--- src/sv/mmas_pkg.sv ---
`default_nettype none

package mmas_pkg;

  // Field widths.
  localparam int unsigned AddrW   = 64;
  localparam int unsigned TypeW   = 32;
  localparam int unsigned KibW    = 32;
  localparam int unsigned CfgIdxW = 1;
  localparam int unsigned CfgDataW = 32;
  // Width of the start adjustment plus the reserve.
  localparam int unsigned CutW    = 25;
  localparam int unsigned AdjW    = 24;

  // Address and size constants.
  localparam logic [AddrW-1:0] LowLimit     = 64'h0000_0000_0010_0000;
  localparam logic [AddrW-1:0] ArenaFloor   = 64'h0000_0000_0080_0000;
  localparam logic [AddrW-1:0] ArenaGap     = 64'h0000_0000_0020_0000;
  localparam logic [AddrW-1:0] ArenaReserve = 64'h0000_0000_0100_0000;
  localparam logic [AddrW-1:0] ArenaMin     = 64'h0000_0000_0200_0000;
  localparam logic [AddrW-1:0] PageMask     = ~64'h0000_0000_0000_0fff;

  // Region type codes.
  localparam logic [TypeW-1:0] TypeAvail = 32'd1;
  localparam logic [TypeW-1:0] TypeAcpi  = 32'd3;
  localparam logic [TypeW-1:0] TypeNvs   = 32'd4;

  typedef enum logic {
    KindRegion = 1'b0,
    KindEnd    = 1'b1
  } kind_e;

  typedef enum logic [CfgIdxW-1:0] {
    CfgFallbackEn  = 1'b0,
    CfgFallbackKib = 1'b1
  } cfg_idx_e;

  // Candidate region captured when the end of the map arrives.
  typedef struct packed {
    logic [AddrW-1:0] base;
    logic [AddrW-1:0] len;
    logic [AddrW-1:0] total;
    logic             fb_used;
  } cand_t;

endpackage

`default_nettype wire

--- src/sv/memory_map_arena_selector_core.sv ---
// An end request is captured when it is accepted; its result then passes the
// shaping register and the result register before it is on the output.
// Throughput: one request per cycle while in_stall_o is low; region requests give no result.
// Reset (rst_ni low, asynchronous) clears the candidate, the RAM total, the
// configuration registers and all valid flags.
`default_nettype none

module memory_map_arena_selector_core (
  input  wire logic                          clk_i,
  input  wire logic                          rst_ni,
  // Configuration writes.
  input  wire logic                          cfg_valid_i,
  output logic                               cfg_ready_o,
  input  wire logic [mmas_pkg::CfgIdxW-1:0]  cfg_index_i,
  input  wire logic [mmas_pkg::CfgDataW-1:0] cfg_data_i,
  // Request channel.
  input  wire logic                          in_valid_i,
  output logic                               in_stall_o,
  input  wire logic                          kind_i,
  input  wire logic [63:0]                   region_base_i,
  input  wire logic [63:0]                   region_length_i,
  input  wire logic [31:0]                   region_type_i,
  // Result channel.
  output logic                               out_valid_o,
  input  wire logic                          out_stall_i,
  output logic                               arena_ok_o,
  output logic [63:0]                        arena_base_o,
  output logic [63:0]                        arena_bytes_o,
  output logic [63:0]                        phys_total_o
);

  logic                          fb_en_q;
  logic [mmas_pkg::KibW-1:0]     fb_kib_q;

  logic [mmas_pkg::AddrW-1:0]    best_base_q, best_base_d;
  logic [mmas_pkg::AddrW-1:0]    best_len_q, best_len_d;
  logic [mmas_pkg::AddrW-1:0]    total_q, total_d;

  logic                          s1_v_q, s1_v_d;
  mmas_pkg::cand_t               s1_cand_q, s1_cand_d;

  logic                          shape_ready;
  logic                          s1_adv;
  logic                          in_acc;
  logic                          is_end;
  logic                          counts_ram;
  logic                          better;
  logic [mmas_pkg::AddrW:0]      sum;

  // Configuration registers; writes are always taken.
  assign cfg_ready_o = 1'b1;

  always_ff @(posedge clk_i or negedge rst_ni) begin
    if (!rst_ni) begin
      fb_en_q  <= 1'b0;
      fb_kib_q <= '0;
    end else if (cfg_valid_i) begin
      unique case (mmas_pkg::cfg_idx_e'(cfg_index_i))
        mmas_pkg::CfgFallbackEn:  fb_en_q  <= cfg_data_i[0];
        mmas_pkg::CfgFallbackKib: fb_kib_q <= cfg_data_i;
        default: ;
      endcase
    end
  end

  // Input handshake follows the capture stage.
  assign s1_adv     = !s1_v_q || shape_ready;
  assign in_stall_o = !s1_adv;
  assign in_acc     = in_valid_i && !in_stall_o;
  assign is_end     = (kind_i == mmas_pkg::KindEnd);

  // Region bookkeeping and capture of the candidate on the end of the map.
  always_comb begin
    counts_ram = (region_type_i == mmas_pkg::TypeAvail) ||
                 (region_type_i == mmas_pkg::TypeAcpi)  ||
                 (region_type_i == mmas_pkg::TypeNvs);
    better     = (region_type_i == mmas_pkg::TypeAvail) &&
                 (region_length_i > best_len_q) &&
                 (region_base_i >= mmas_pkg::LowLimit);
    sum        = {1'b0, total_q} + {1'b0, region_length_i};

    best_base_d = best_base_q;
    best_len_d  = best_len_q;
    total_d     = total_q;

    if (fb_en_q && (best_len_q == '0)) begin
      s1_cand_d.base    = mmas_pkg::LowLimit;
      s1_cand_d.len     = {{(mmas_pkg::AddrW - mmas_pkg::KibW - 10){1'b0}}, fb_kib_q, 10'b0};
      s1_cand_d.fb_used = 1'b1;
    end else begin
      s1_cand_d.base    = best_base_q;
      s1_cand_d.len     = best_len_q;
      s1_cand_d.fb_used = 1'b0;
    end
    s1_cand_d.total = total_q;

    s1_v_d = s1_v_q;
    if (s1_adv) begin
      s1_v_d = in_acc && is_end;
    end

    if (in_acc) begin
      if (is_end) begin
        best_base_d = '0;
        best_len_d  = '0;
        total_d     = '0;
      end else begin
        if (counts_ram) begin
          total_d = sum[mmas_pkg::AddrW] ? '1 : sum[mmas_pkg::AddrW-1:0];
        end
        if (better) begin
          best_base_d = region_base_i;
          best_len_d  = region_length_i;
        end
      end
    end
  end

  always_ff @(posedge clk_i or negedge rst_ni) begin
    if (!rst_ni) begin
      best_base_q <= '0;
      best_len_q  <= '0;
      total_q     <= '0;
      s1_v_q      <= 1'b0;
    end else begin
      best_base_q <= best_base_d;
      best_len_q  <= best_len_d;
      total_q     <= total_d;
      s1_v_q      <= s1_v_d;
    end
  end

  always_ff @(posedge clk_i) begin
    if (s1_adv) begin
      s1_cand_q <= s1_cand_d;
    end
  end

  // Shaping and result register.
  mmas_shape u_shape (
    .clk_i        (clk_i),
    .rst_ni       (rst_ni),
    .cand_valid_i (s1_v_q),
    .cand_i       (s1_cand_q),
    .cand_ready_o (shape_ready),
    .out_valid_o  (out_valid_o),
    .out_stall_i  (out_stall_i),
    .arena_ok_o   (arena_ok_o),
    .arena_base_o (arena_base_o),
    .arena_bytes_o(arena_bytes_o),
    .phys_total_o (phys_total_o)
  );

`ifndef SYNTH
  // An accepted end request is captured for shaping.
  a_end_captured: assert property (@(posedge clk_i) disable iff (!rst_ni)
    (in_acc && is_end) |=> s1_v_q)
    else $error("end request not captured");

  // The state is cleared after an end request.
  a_state_cleared: assert property (@(posedge clk_i) disable iff (!rst_ni)
    (in_acc && is_end) |=> ((total_q == '0) && (best_len_q == '0) && (best_base_q == '0)))
    else $error("state not cleared after end request");

  // A region request never enters the shaping path.
  a_region_no_result: assert property (@(posedge clk_i) disable iff (!rst_ni)
    (in_acc && !is_end && s1_adv) |=> !s1_v_q)
    else $error("region request entered shaping");

  // A usable arena has a page-aligned size of at least the minimum.
  a_ok_size: assert property (@(posedge clk_i) disable iff (!rst_ni)
    (out_valid_o && arena_ok_o) |->
      ((arena_bytes_o[11:0] == 12'h000) && (arena_bytes_o >= mmas_pkg::ArenaMin)))
    else $error("usable arena below minimum or unaligned");

  // No arena means zero base and size.
  a_fail_zero: assert property (@(posedge clk_i) disable iff (!rst_ni)
    (out_valid_o && !arena_ok_o) |-> ((arena_base_o == '0) && (arena_bytes_o == '0)))
    else $error("failed arena with non-zero fields");
`endif

endmodule

`default_nettype wire

--- src/sv/mmas_shape.sv ---
`default_nettype none

module mmas_shape (
  input  wire logic              clk_i,
  input  wire logic              rst_ni,
  input  wire logic              cand_valid_i,
  input  wire mmas_pkg::cand_t   cand_i,
  output logic                   cand_ready_o,
  output logic                   out_valid_o,
  input  wire logic              out_stall_i,
  output logic                   arena_ok_o,
  output logic [63:0]            arena_base_o,
  output logic [63:0]            arena_bytes_o,
  output logic [63:0]            phys_total_o
);

  logic                          out_ready;
  logic                          s2_adv;

  logic                          s2_v_q;
  logic [mmas_pkg::AddrW-1:0]    s2_base_q, s2_base_d;
  logic [mmas_pkg::AddrW-1:0]    s2_len_q;
  logic [mmas_pkg::AddrW-1:0]    s2_total_q, s2_total_d;
  logic [mmas_pkg::CutW-1:0]     s2_cut_q, s2_cut_d;
  logic                          s2_ge_min_q, s2_ge_min_d;

  logic                          base_low;
  logic [mmas_pkg::AdjW-1:0]     adj;

  logic [mmas_pkg::AddrW-1:0]    len3;
  logic                          ok;

  logic                          out_v_q;
  logic                          ok_q;
  logic [mmas_pkg::AddrW-1:0]    base_q, bytes_q, total_q;

  // Flow control: each stage moves when the one after it can take a request.
  assign out_ready    = !out_v_q || !out_stall_i;
  assign s2_adv       = !s2_v_q || out_ready;
  assign cand_ready_o = s2_adv;

  // Stage two: start adjustment, moved base, minimum check and total fix-up.
  always_comb begin
    base_low    = (cand_i.base < mmas_pkg::ArenaFloor);
    adj         = base_low ? (mmas_pkg::ArenaFloor[mmas_pkg::AdjW-1:0]
                              - cand_i.base[mmas_pkg::AdjW-1:0])
                           : mmas_pkg::ArenaGap[mmas_pkg::AdjW-1:0];
    s2_cut_d    = {1'b0, adj} + mmas_pkg::ArenaReserve[mmas_pkg::CutW-1:0];
    s2_base_d   = base_low ? mmas_pkg::ArenaFloor : (cand_i.base + mmas_pkg::ArenaGap);
    s2_ge_min_d = (cand_i.len >= mmas_pkg::ArenaMin);
    s2_total_d  = (cand_i.fb_used && (cand_i.total == '0))
                  ? (mmas_pkg::LowLimit + cand_i.len) : cand_i.total;
  end

  always_ff @(posedge clk_i or negedge rst_ni) begin
    if (!rst_ni) begin
      s2_v_q <= 1'b0;
    end else if (s2_adv) begin
      s2_v_q <= cand_valid_i;
    end
  end

  always_ff @(posedge clk_i) begin
    if (s2_adv) begin
      s2_base_q   <= s2_base_d;
      s2_len_q    <= cand_i.len;
      s2_total_q  <= s2_total_d;
      s2_cut_q    <= s2_cut_d;
      s2_ge_min_q <= s2_ge_min_d;
    end
  end

  // Stage three: take off the adjustment and the reserve, then check the size.
  // A candidate of at least the minimum never drops to the reserve, so the
  // reserve is always taken off.
  always_comb begin
    len3 = s2_len_q - {{(mmas_pkg::AddrW - mmas_pkg::CutW){1'b0}}, s2_cut_q};
    ok   = s2_ge_min_q && (len3 >= mmas_pkg::ArenaMin);
  end

  always_ff @(posedge clk_i or negedge rst_ni) begin
    if (!rst_ni) begin
      out_v_q <= 1'b0;
    end else if (out_ready) begin
      out_v_q <= s2_v_q;
    end
  end

  always_ff @(posedge clk_i) begin
    if (out_ready) begin
      ok_q    <= ok;
      base_q  <= ok ? s2_base_q : '0;
      bytes_q <= ok ? (len3 & mmas_pkg::PageMask) : '0;
      total_q <= s2_total_q;
    end
  end

  assign out_valid_o   = out_v_q;
  assign arena_ok_o    = ok_q;
  assign arena_base_o  = base_q;
  assign arena_bytes_o = bytes_q;
  assign phys_total_o  = total_q;

endmodule

`default_nettype wire
--- config.mk ---
export PLATFORM = sky130hd
export DESIGN_NAME = memory_map_arena_selector_core
export DESIGN_NICKNAME = d
export VERILOG_FILES = /design/src/sv/mmas_pkg.sv /design/src/sv/memory_map_arena_selector_core.sv /design/src/sv/mmas_shape.sv
export SDC_FILE = /design/constraint.sdc
export NUM_CORES = 1
export LEC_CHECK = 0
export ABC_AREA = 1
export BUFFER_PORTS_ARGS = -buffer_cell sky130_fd_sc_hd__buf_2
export CORE_MARGIN = 3
export CORE_UTILIZATION = 54
export CTS_CLUSTER_DIAMETER = 40
export DETAILED_ROUTE_END_ITERATION = 6
export PLACE_DENSITY = 0.85
export SLEW_MARGIN = 20
export SYNTH_ARGS = -nofsm -noshare
export SYNTH_HDL_FRONTEND = slang
export SYNTH_SLANG_ARGS = --single-unit
--- constraint.sdc ---
create_clock -name clk_i -period 13 [get_ports clk_i]
set_input_delay 1.95 -clock clk_i [delete_from_list [all_inputs] [get_ports clk_i]]
set_output_delay 1.95 -clock clk_i [all_outputs]
set_load 0.05 [all_outputs]
-- Word level (Yosys, flattened, before mapping)
Index checks and enable logic that the tools add are counted.
- $add $sub $neg: 6
- order comparisons: 5
- equality and inequality tests: 3
- multiplexer cells: 11
- bitwise gates (word level): 1
- reduce and logical (&&, ||, !) cells: 25
- operators with widths (operator ; count):
    $mux 64 ; 8
    $ge 64x26->1 const B ; 2
    $logic_not 64->1 ; 2
    $add 64x64->65 ; 1
    $add 21x64->64 const A ; 1
    $add 64x22->64 const B ; 1
    $ge 64x21->1 const B ; 1
    $gt 64x64->1 ; 1
    $lt 64x24->1 const B ; 1
    $sub 64x25->64 ; 1
    $mux 42 ; 1
    $eq 32x1->1 const B ; 1
    $eq 32x2->1 const B ; 1
    $eq 32x3->1 const B ; 1
    $add 24x25->25 const B ; 1
    $mux 24 ; 1
    $sub 24x24->24 const A ; 1
    $reduce_and 2->1 ; 4
    $logic_and 1x1->1 ; 7
    $logic_not 1->1 ; 5
    $logic_or 1x1->1 ; 5
    $reduce_bool 2->1 ; 2
    $mux 1 ; 1
    $not 1->1 ; 1
- register bits after elaboration: 832
- output and inout bits: 196
- word-level logic and storage cells: 74

-- Depth between registers and ports, before layout
- word-level depth: 6
- gate-level depth with buffers: 24
- gate-level depth less buffers: 22

-- Hierarchy
Synthesis repeated with hierarchy kept, for this count alone.
- cell total of the unflattened synthesis: 5314
- area total of the unflattened synthesis: 44671.6 µm²
- by module, submodules not included (module ; instances ; cells each ; area an instance (µm²) ; sequential area each (µm²)):
    memory_map_arena_selector_core ; 1 ; 3084 ; 24309.6 ; 11451.0
    mmas_shape ; 1 ; 2230 ; 20362.0 ; 12001.5

-- Least setup slack after synthesis
OpenSTA, ideal clock, no wires.
- path kind: input -> register
- start: in out_stall_i
- end: reg total_q[49] (netlist bit)
- setup time: 66 ps
- arrival time: 17644 ps
- required time: 12934 ps
- slack: -4709 ps
- cell stages on the path: 15
- buffers on the path: 2
- path through: nand2_1 nor2_1 inv_1 nor2_1 inv_1 nand2_1 inv_1 nand2_1 nand3_1 nand2_1 inv_1 clkbuf_1 clkbuf_1 nand2_1 nand2_1
- cells in the longest elaborated chain, start to end: 6
- ends and longest elaborated chain (element ; RTL line ; RTL):
    start: declaration ; memory_map_arena_selector_core.sv:25 ; input wire logic out_stall_i,
    $logic_not 1->1 ; mmas_shape.sv:38 ; assign out_ready = !out_v_q || !out_stall_i;
    $logic_or 1x1->1 ; mmas_shape.sv:38 ;
    $logic_or 1x1->1 ; mmas_shape.sv:39 ; assign s2_adv = !s2_v_q || out_ready;
    net shape_ready ; memory_map_arena_selector_core.sv:42 ; logic shape_ready;
    $logic_or 1x1->1 ; memory_map_arena_selector_core.sv:67 ; assign s1_adv = !s1_v_q || shape_ready;
    $logic_and 1x1->1 ; memory_map_arena_selector_core.sv:69 ; assign in_acc = in_valid_i && !in_stall_o;
    $reduce_and 2->1 (no line) ; n/a ;
    end signal: assignment ; memory_map_arena_selector_core.sv:128 ; total_q <= total_d;
    end: declaration ; memory_map_arena_selector_core.sv:37 ; logic [mmas_pkg::AddrW-1:0] total_q, total_d;
The timed path passes the listed nets, and every way through them passes these cells.
A chain may end at the register's enable or synchronous reset.

-- Worst setup path in the final report
- start: in out_stall_i
- end: reg best_len_q[54] (netlist bit)
- cells in the longest elaborated chain, start to end: 6
- ends and longest elaborated chain (element ; RTL line ; RTL):
    $logic_not 1->1 ; mmas_shape.sv:38 ;
    $logic_or 1x1->1 ; mmas_shape.sv:38 ;
    net u_shape.out_ready ; mmas_shape.sv:17 ; logic out_ready;
    $logic_or 1x1->1 ; mmas_shape.sv:39 ;
    net shape_ready ; memory_map_arena_selector_core.sv:42 ;
    $logic_or 1x1->1 ; memory_map_arena_selector_core.sv:67 ;
    $logic_and 1x1->1 ; memory_map_arena_selector_core.sv:69 ;
    $reduce_and 2->1 (no line) ; n/a ;
    end signal: assignment ; memory_map_arena_selector_core.sv:127 ; best_len_q <= best_len_d;
    end: declaration ; memory_map_arena_selector_core.sv:36 ; logic [mmas_pkg::AddrW-1:0] best_len_q, best_len_d;
The timed path passes the listed nets, and every way through them passes these cells.

==> metrics.md <==
| Metric | Value |
|---|---|
| Outcome | complete, no violations |
| Final #Nets | 5443 |
| Crit Path Class | in2reg |
| Tcrit/Tclk final | 48.1% |
| Setup_tns | 0 ns |
| Switching share of power | 39.1% |
| I/O Buffers | 381 |
| Vias per inst | 5.67 |
| Hold Path Class | reg2reg |
| Syn Inst Count | 4711 |
| Routability cong. | 1.02 |
| Core area | 77600 µm² |
| Internal power | 0.00601 W |
| Cell Pwr Density | 202 nW/µm² |
| Die area | 81900 µm² |
| CP Max Fanout | 105 |
| Pre-Repair DR Iteration Count | 6 |
| Avg WL per Cell | 21.0 µm |
| Final Cell Area | 48900 µm² |
| Chip Width | 286 µm |
| Total Wirelength | 131 mm |
| CTS Buf Count | 101 |
| Ratio of cells with drive above 1 in the final layout | 12.3% |
| RSZ-0062 raised after global routing | no |
| Worst-Skew Late Latency | 0.71 ns |
| Peak supply drop | 0.130 mV |
| Worst endpoint required time | 13.53 ns |
| # IOs | 395 |
| Placed Area | 45200 µm² |
| Tmin final | 6.25 ns |
| Cell accounting for the most synthesized area | edfxtp_1 |
| Async SR Flop Fraction | 27.8% |
| Slew @ Worst Pin | 1.10 ns |
| Utilization after layout | 63.0% |
| Mapped cell area | 42400 µm² |
| Area contributors post-synth | edfxtp_1, dfrtp_1, nand2_1 |
| Most instantiated cells after synthesis | nand2_1, inv_1, edfxtp_1 |
| Layout overhead on the synthesized area | 15.3% |
| Most frequent cell after synthesis | nand2_1 |
| DPL Wire Length | 100 mm |
| Max_cap viols | 0 |
| NetSw | 0.00386 W |
| Power Total | 0.00987 W |
| Worst setup EP type | flip-flop |
| Post-synth EDFFs | 591 |
| Highest clock rate | 160 MHz |
| First-pass GRT wire length | 197 mm |
| Logic pwr share | 30.7% |
| Clock group share of total power | 29.9% |
| Row count | 102 |
| Initial DRC count | 4276 |
| CTS tree | done |
| Top-area cell type share of the netlist area | 41.9% |
| Via count | 35200 |
| Drt drc | 0 |
| Ys Warns | 0 |
| Register share of total power | 39.4% |
| Ys flop type | edfxtp_1 |
| Seq/Total Area, Yosys | 55.3% |
| Clk buf depth | 3 |
| Slew margin rel. | 26.5% |
| CTS Sinks | 819 |
| Clock-pin slew on the worst setup and hold paths | 0.07 ns |
| Clock Tree Root | clkbuf_16 |
| Initial Util | 54.6% |
| Post-synthesis register bit count | 819 |
| Post-synth cell types | 53 |
| Vias in the first global route | 33600 |
| Avg Inst Size Synth | 9.00 µm² |
| Setup crit start kind | primary input |
| Initial antenna violation count | 4 |
| Gr ovfl total | 0 |
| Die height | 286 µm |
| Largest net degree at the start of global routing | 106 |
| Endpoints failing hold | 0 |
| GRT Resource Usage Total | 31.6% |
| H-tree levels | 3 |
| Lkg Pwr | 22.6 nW |
| Slew Viols, Final | 0 |
| Crit path DAT | 6.79 ns |
| Routed Antenna Nets | 0 |
| Final setup viols | 0 |
| # resized after CTS | 0 |
| Post-CTS Setup Inserts | 0 |
| Clock skew | 0.0720 ns |
| Cts hold-fix bufs | 0 |
==> state kept, by name, summed over array words and instances, names as in the netlist <==
name                   flops
s1_cand_q                193
s1_v_q                     1
best_base_q               64
u_shape.s2_ge_min_q        1
fb_kib_q                  32
u_shape.s2_cut_q          24
u_shape.arena_bytes_o     52
best_len_q                64
u_shape.s2_len_q          64
u_shape.s2_total_q        64
u_shape.s2_base_q         64
u_shape.s2_v_q             1
u_shape.arena_ok_o         1
u_shape.phys_total_o      64
fb_en_q                    1
total_q                   64
u_shape.out_valid_o        1
u_shape.arena_base_o      64
==> metrics by stage <==
stage                     setup WS, ns  std cells  hold slack [ns]
after floorplan                  0.813       4722            0.400
after global placement            6.34       6021            0.402
after detailed placement          6.24       6021            0.405
after CTS                         6.74       6212            0.402
after global routing              6.52       6214            0.426
final                             6.75       6214            0.412
==> cell type report <==
cell class                      count  area (µm²)
Inverter                          820        3090
Sequential cell                   819       23500
Multi-Input combinational cell   2944       15300
Timing Repair Buffer              399        2080
Tap cell                         1040        1300
Clock inverter                     68         936
Clock buffer                      123        2680
Antenna cell                        1        2.50
Fill cell                        6152       28700
==> power groups by stage <==
stage               clock [W]  sequential, W  combinational (W)
floorplan                   0        0.00428            0.00155
global placement            0        0.00390            0.00294
detailed placement          0        0.00392            0.00297
CTS                   0.00297        0.00387            0.00299
global route          0.00308        0.00392            0.00329
finish                0.00295        0.00389            0.00303
==> worst max-delay path, cell delays in order <==
cell and delay [ns]:
buf_2 0.13, nand2_8 0.53, nor2_1 0.17, clkinvlp_4 0.11
buf_4 0.80, nor2_1 0.24, clkinvlp_4 0.40, nand2_1 0.13
inv_1 0.15, nand3_1 0.16, a311oi_1 0.49, nand3_4 0.38
buf_4 0.52, o21ai_0 0.55
==> routing by layer <==
metal,part of all wire (%),GRT usage (%),vias to the layer above
li1,-,-,16200
met1,39,42.3,16600
met2,45,49.7,2011
met3,11,6.38,342
met4,5.4,15.0,2
met5,0.013,0,-
==> path summary, 6_finish.rpt <==
check                                         start  slack [ns]                  end  depth (start not counted)
worst max register to register  u_shape.out_valid_o        7.68       best_len_q[54]                         13
worst max-delay path                    out_stall_i        6.75       best_len_q[54]                         14
max in group asynchronous                    rst_ni        9.61       best_base_q[2]                          3
worst min-delay path                  s1_cand_q[67]        0.41  u_shape.s2_len_q[2]                          0
worst min register to register        s1_cand_q[67]        0.41  u_shape.s2_len_q[2]                          0
min in group asynchronous                    rst_ni        1.34          total_q[49]                          1
==> cell usage in the layout, fill, tap and decap left out, types with 6 or more instances in the layout <==
cell | synthesis | layout
clkbuf_16 | 0 | 101
nor3b_1 | 7 | 7
clkinv_4 | 0 | 6
clkbuf_1 | 97 | 15
mux2_2 | 31 | 31
buf_4 | 13 | 15
a211oi_1 | 6 | 6
conb_1 | 2 | 13
xor2_1 | 83 | 83
nor3_1 | 69 | 69
o21a_1 | 13 | 13
nand3b_1 | 13 | 13
clkinv_2 | 0 | 7
buf_2 | 11 | 380
xnor2_1 | 45 | 45
inv_2 | 5 | 7
or2_2 | 8 | 8
nor2_1 | 572 | 572
clkinvlp_4 | 0 | 7
o21ai_1 | 8 | 8
inv_6 | 0 | 15
a31oi_1 | 16 | 16
a221oi_1 | 6 | 6
clkinv_1 | 4 | 7
inv_1 | 811 | 806
a21o_1 | 18 | 18
nor4_1 | 72 | 72
bufinv_16 | 0 | 9
o21ai_0 | 268 | 268
edfxtp_1 | 591 | 591
clkbuf_8 | 0 | 7
inv_8 | 0 | 13
nand4_1 | 82 | 82
o21bai_1 | 27 | 27
nand2_1 | 934 | 931
ha_1 | 157 | 157
nand3_1 | 292 | 291
dfrtp_1 | 228 | 228
a21oi_1 | 165 | 165
==> logic make-up after synthesis <==
kind of cell | synth area share, %
mux | 0.824
xor+xnor | 2.65
flops | 55.3
fa+ha+maj | 4.73
buf+inv | 8.73
simple gates | 20.6
compound gates | 7.09
other cells | 0.0177
Power figures use the tool's default switching activity.
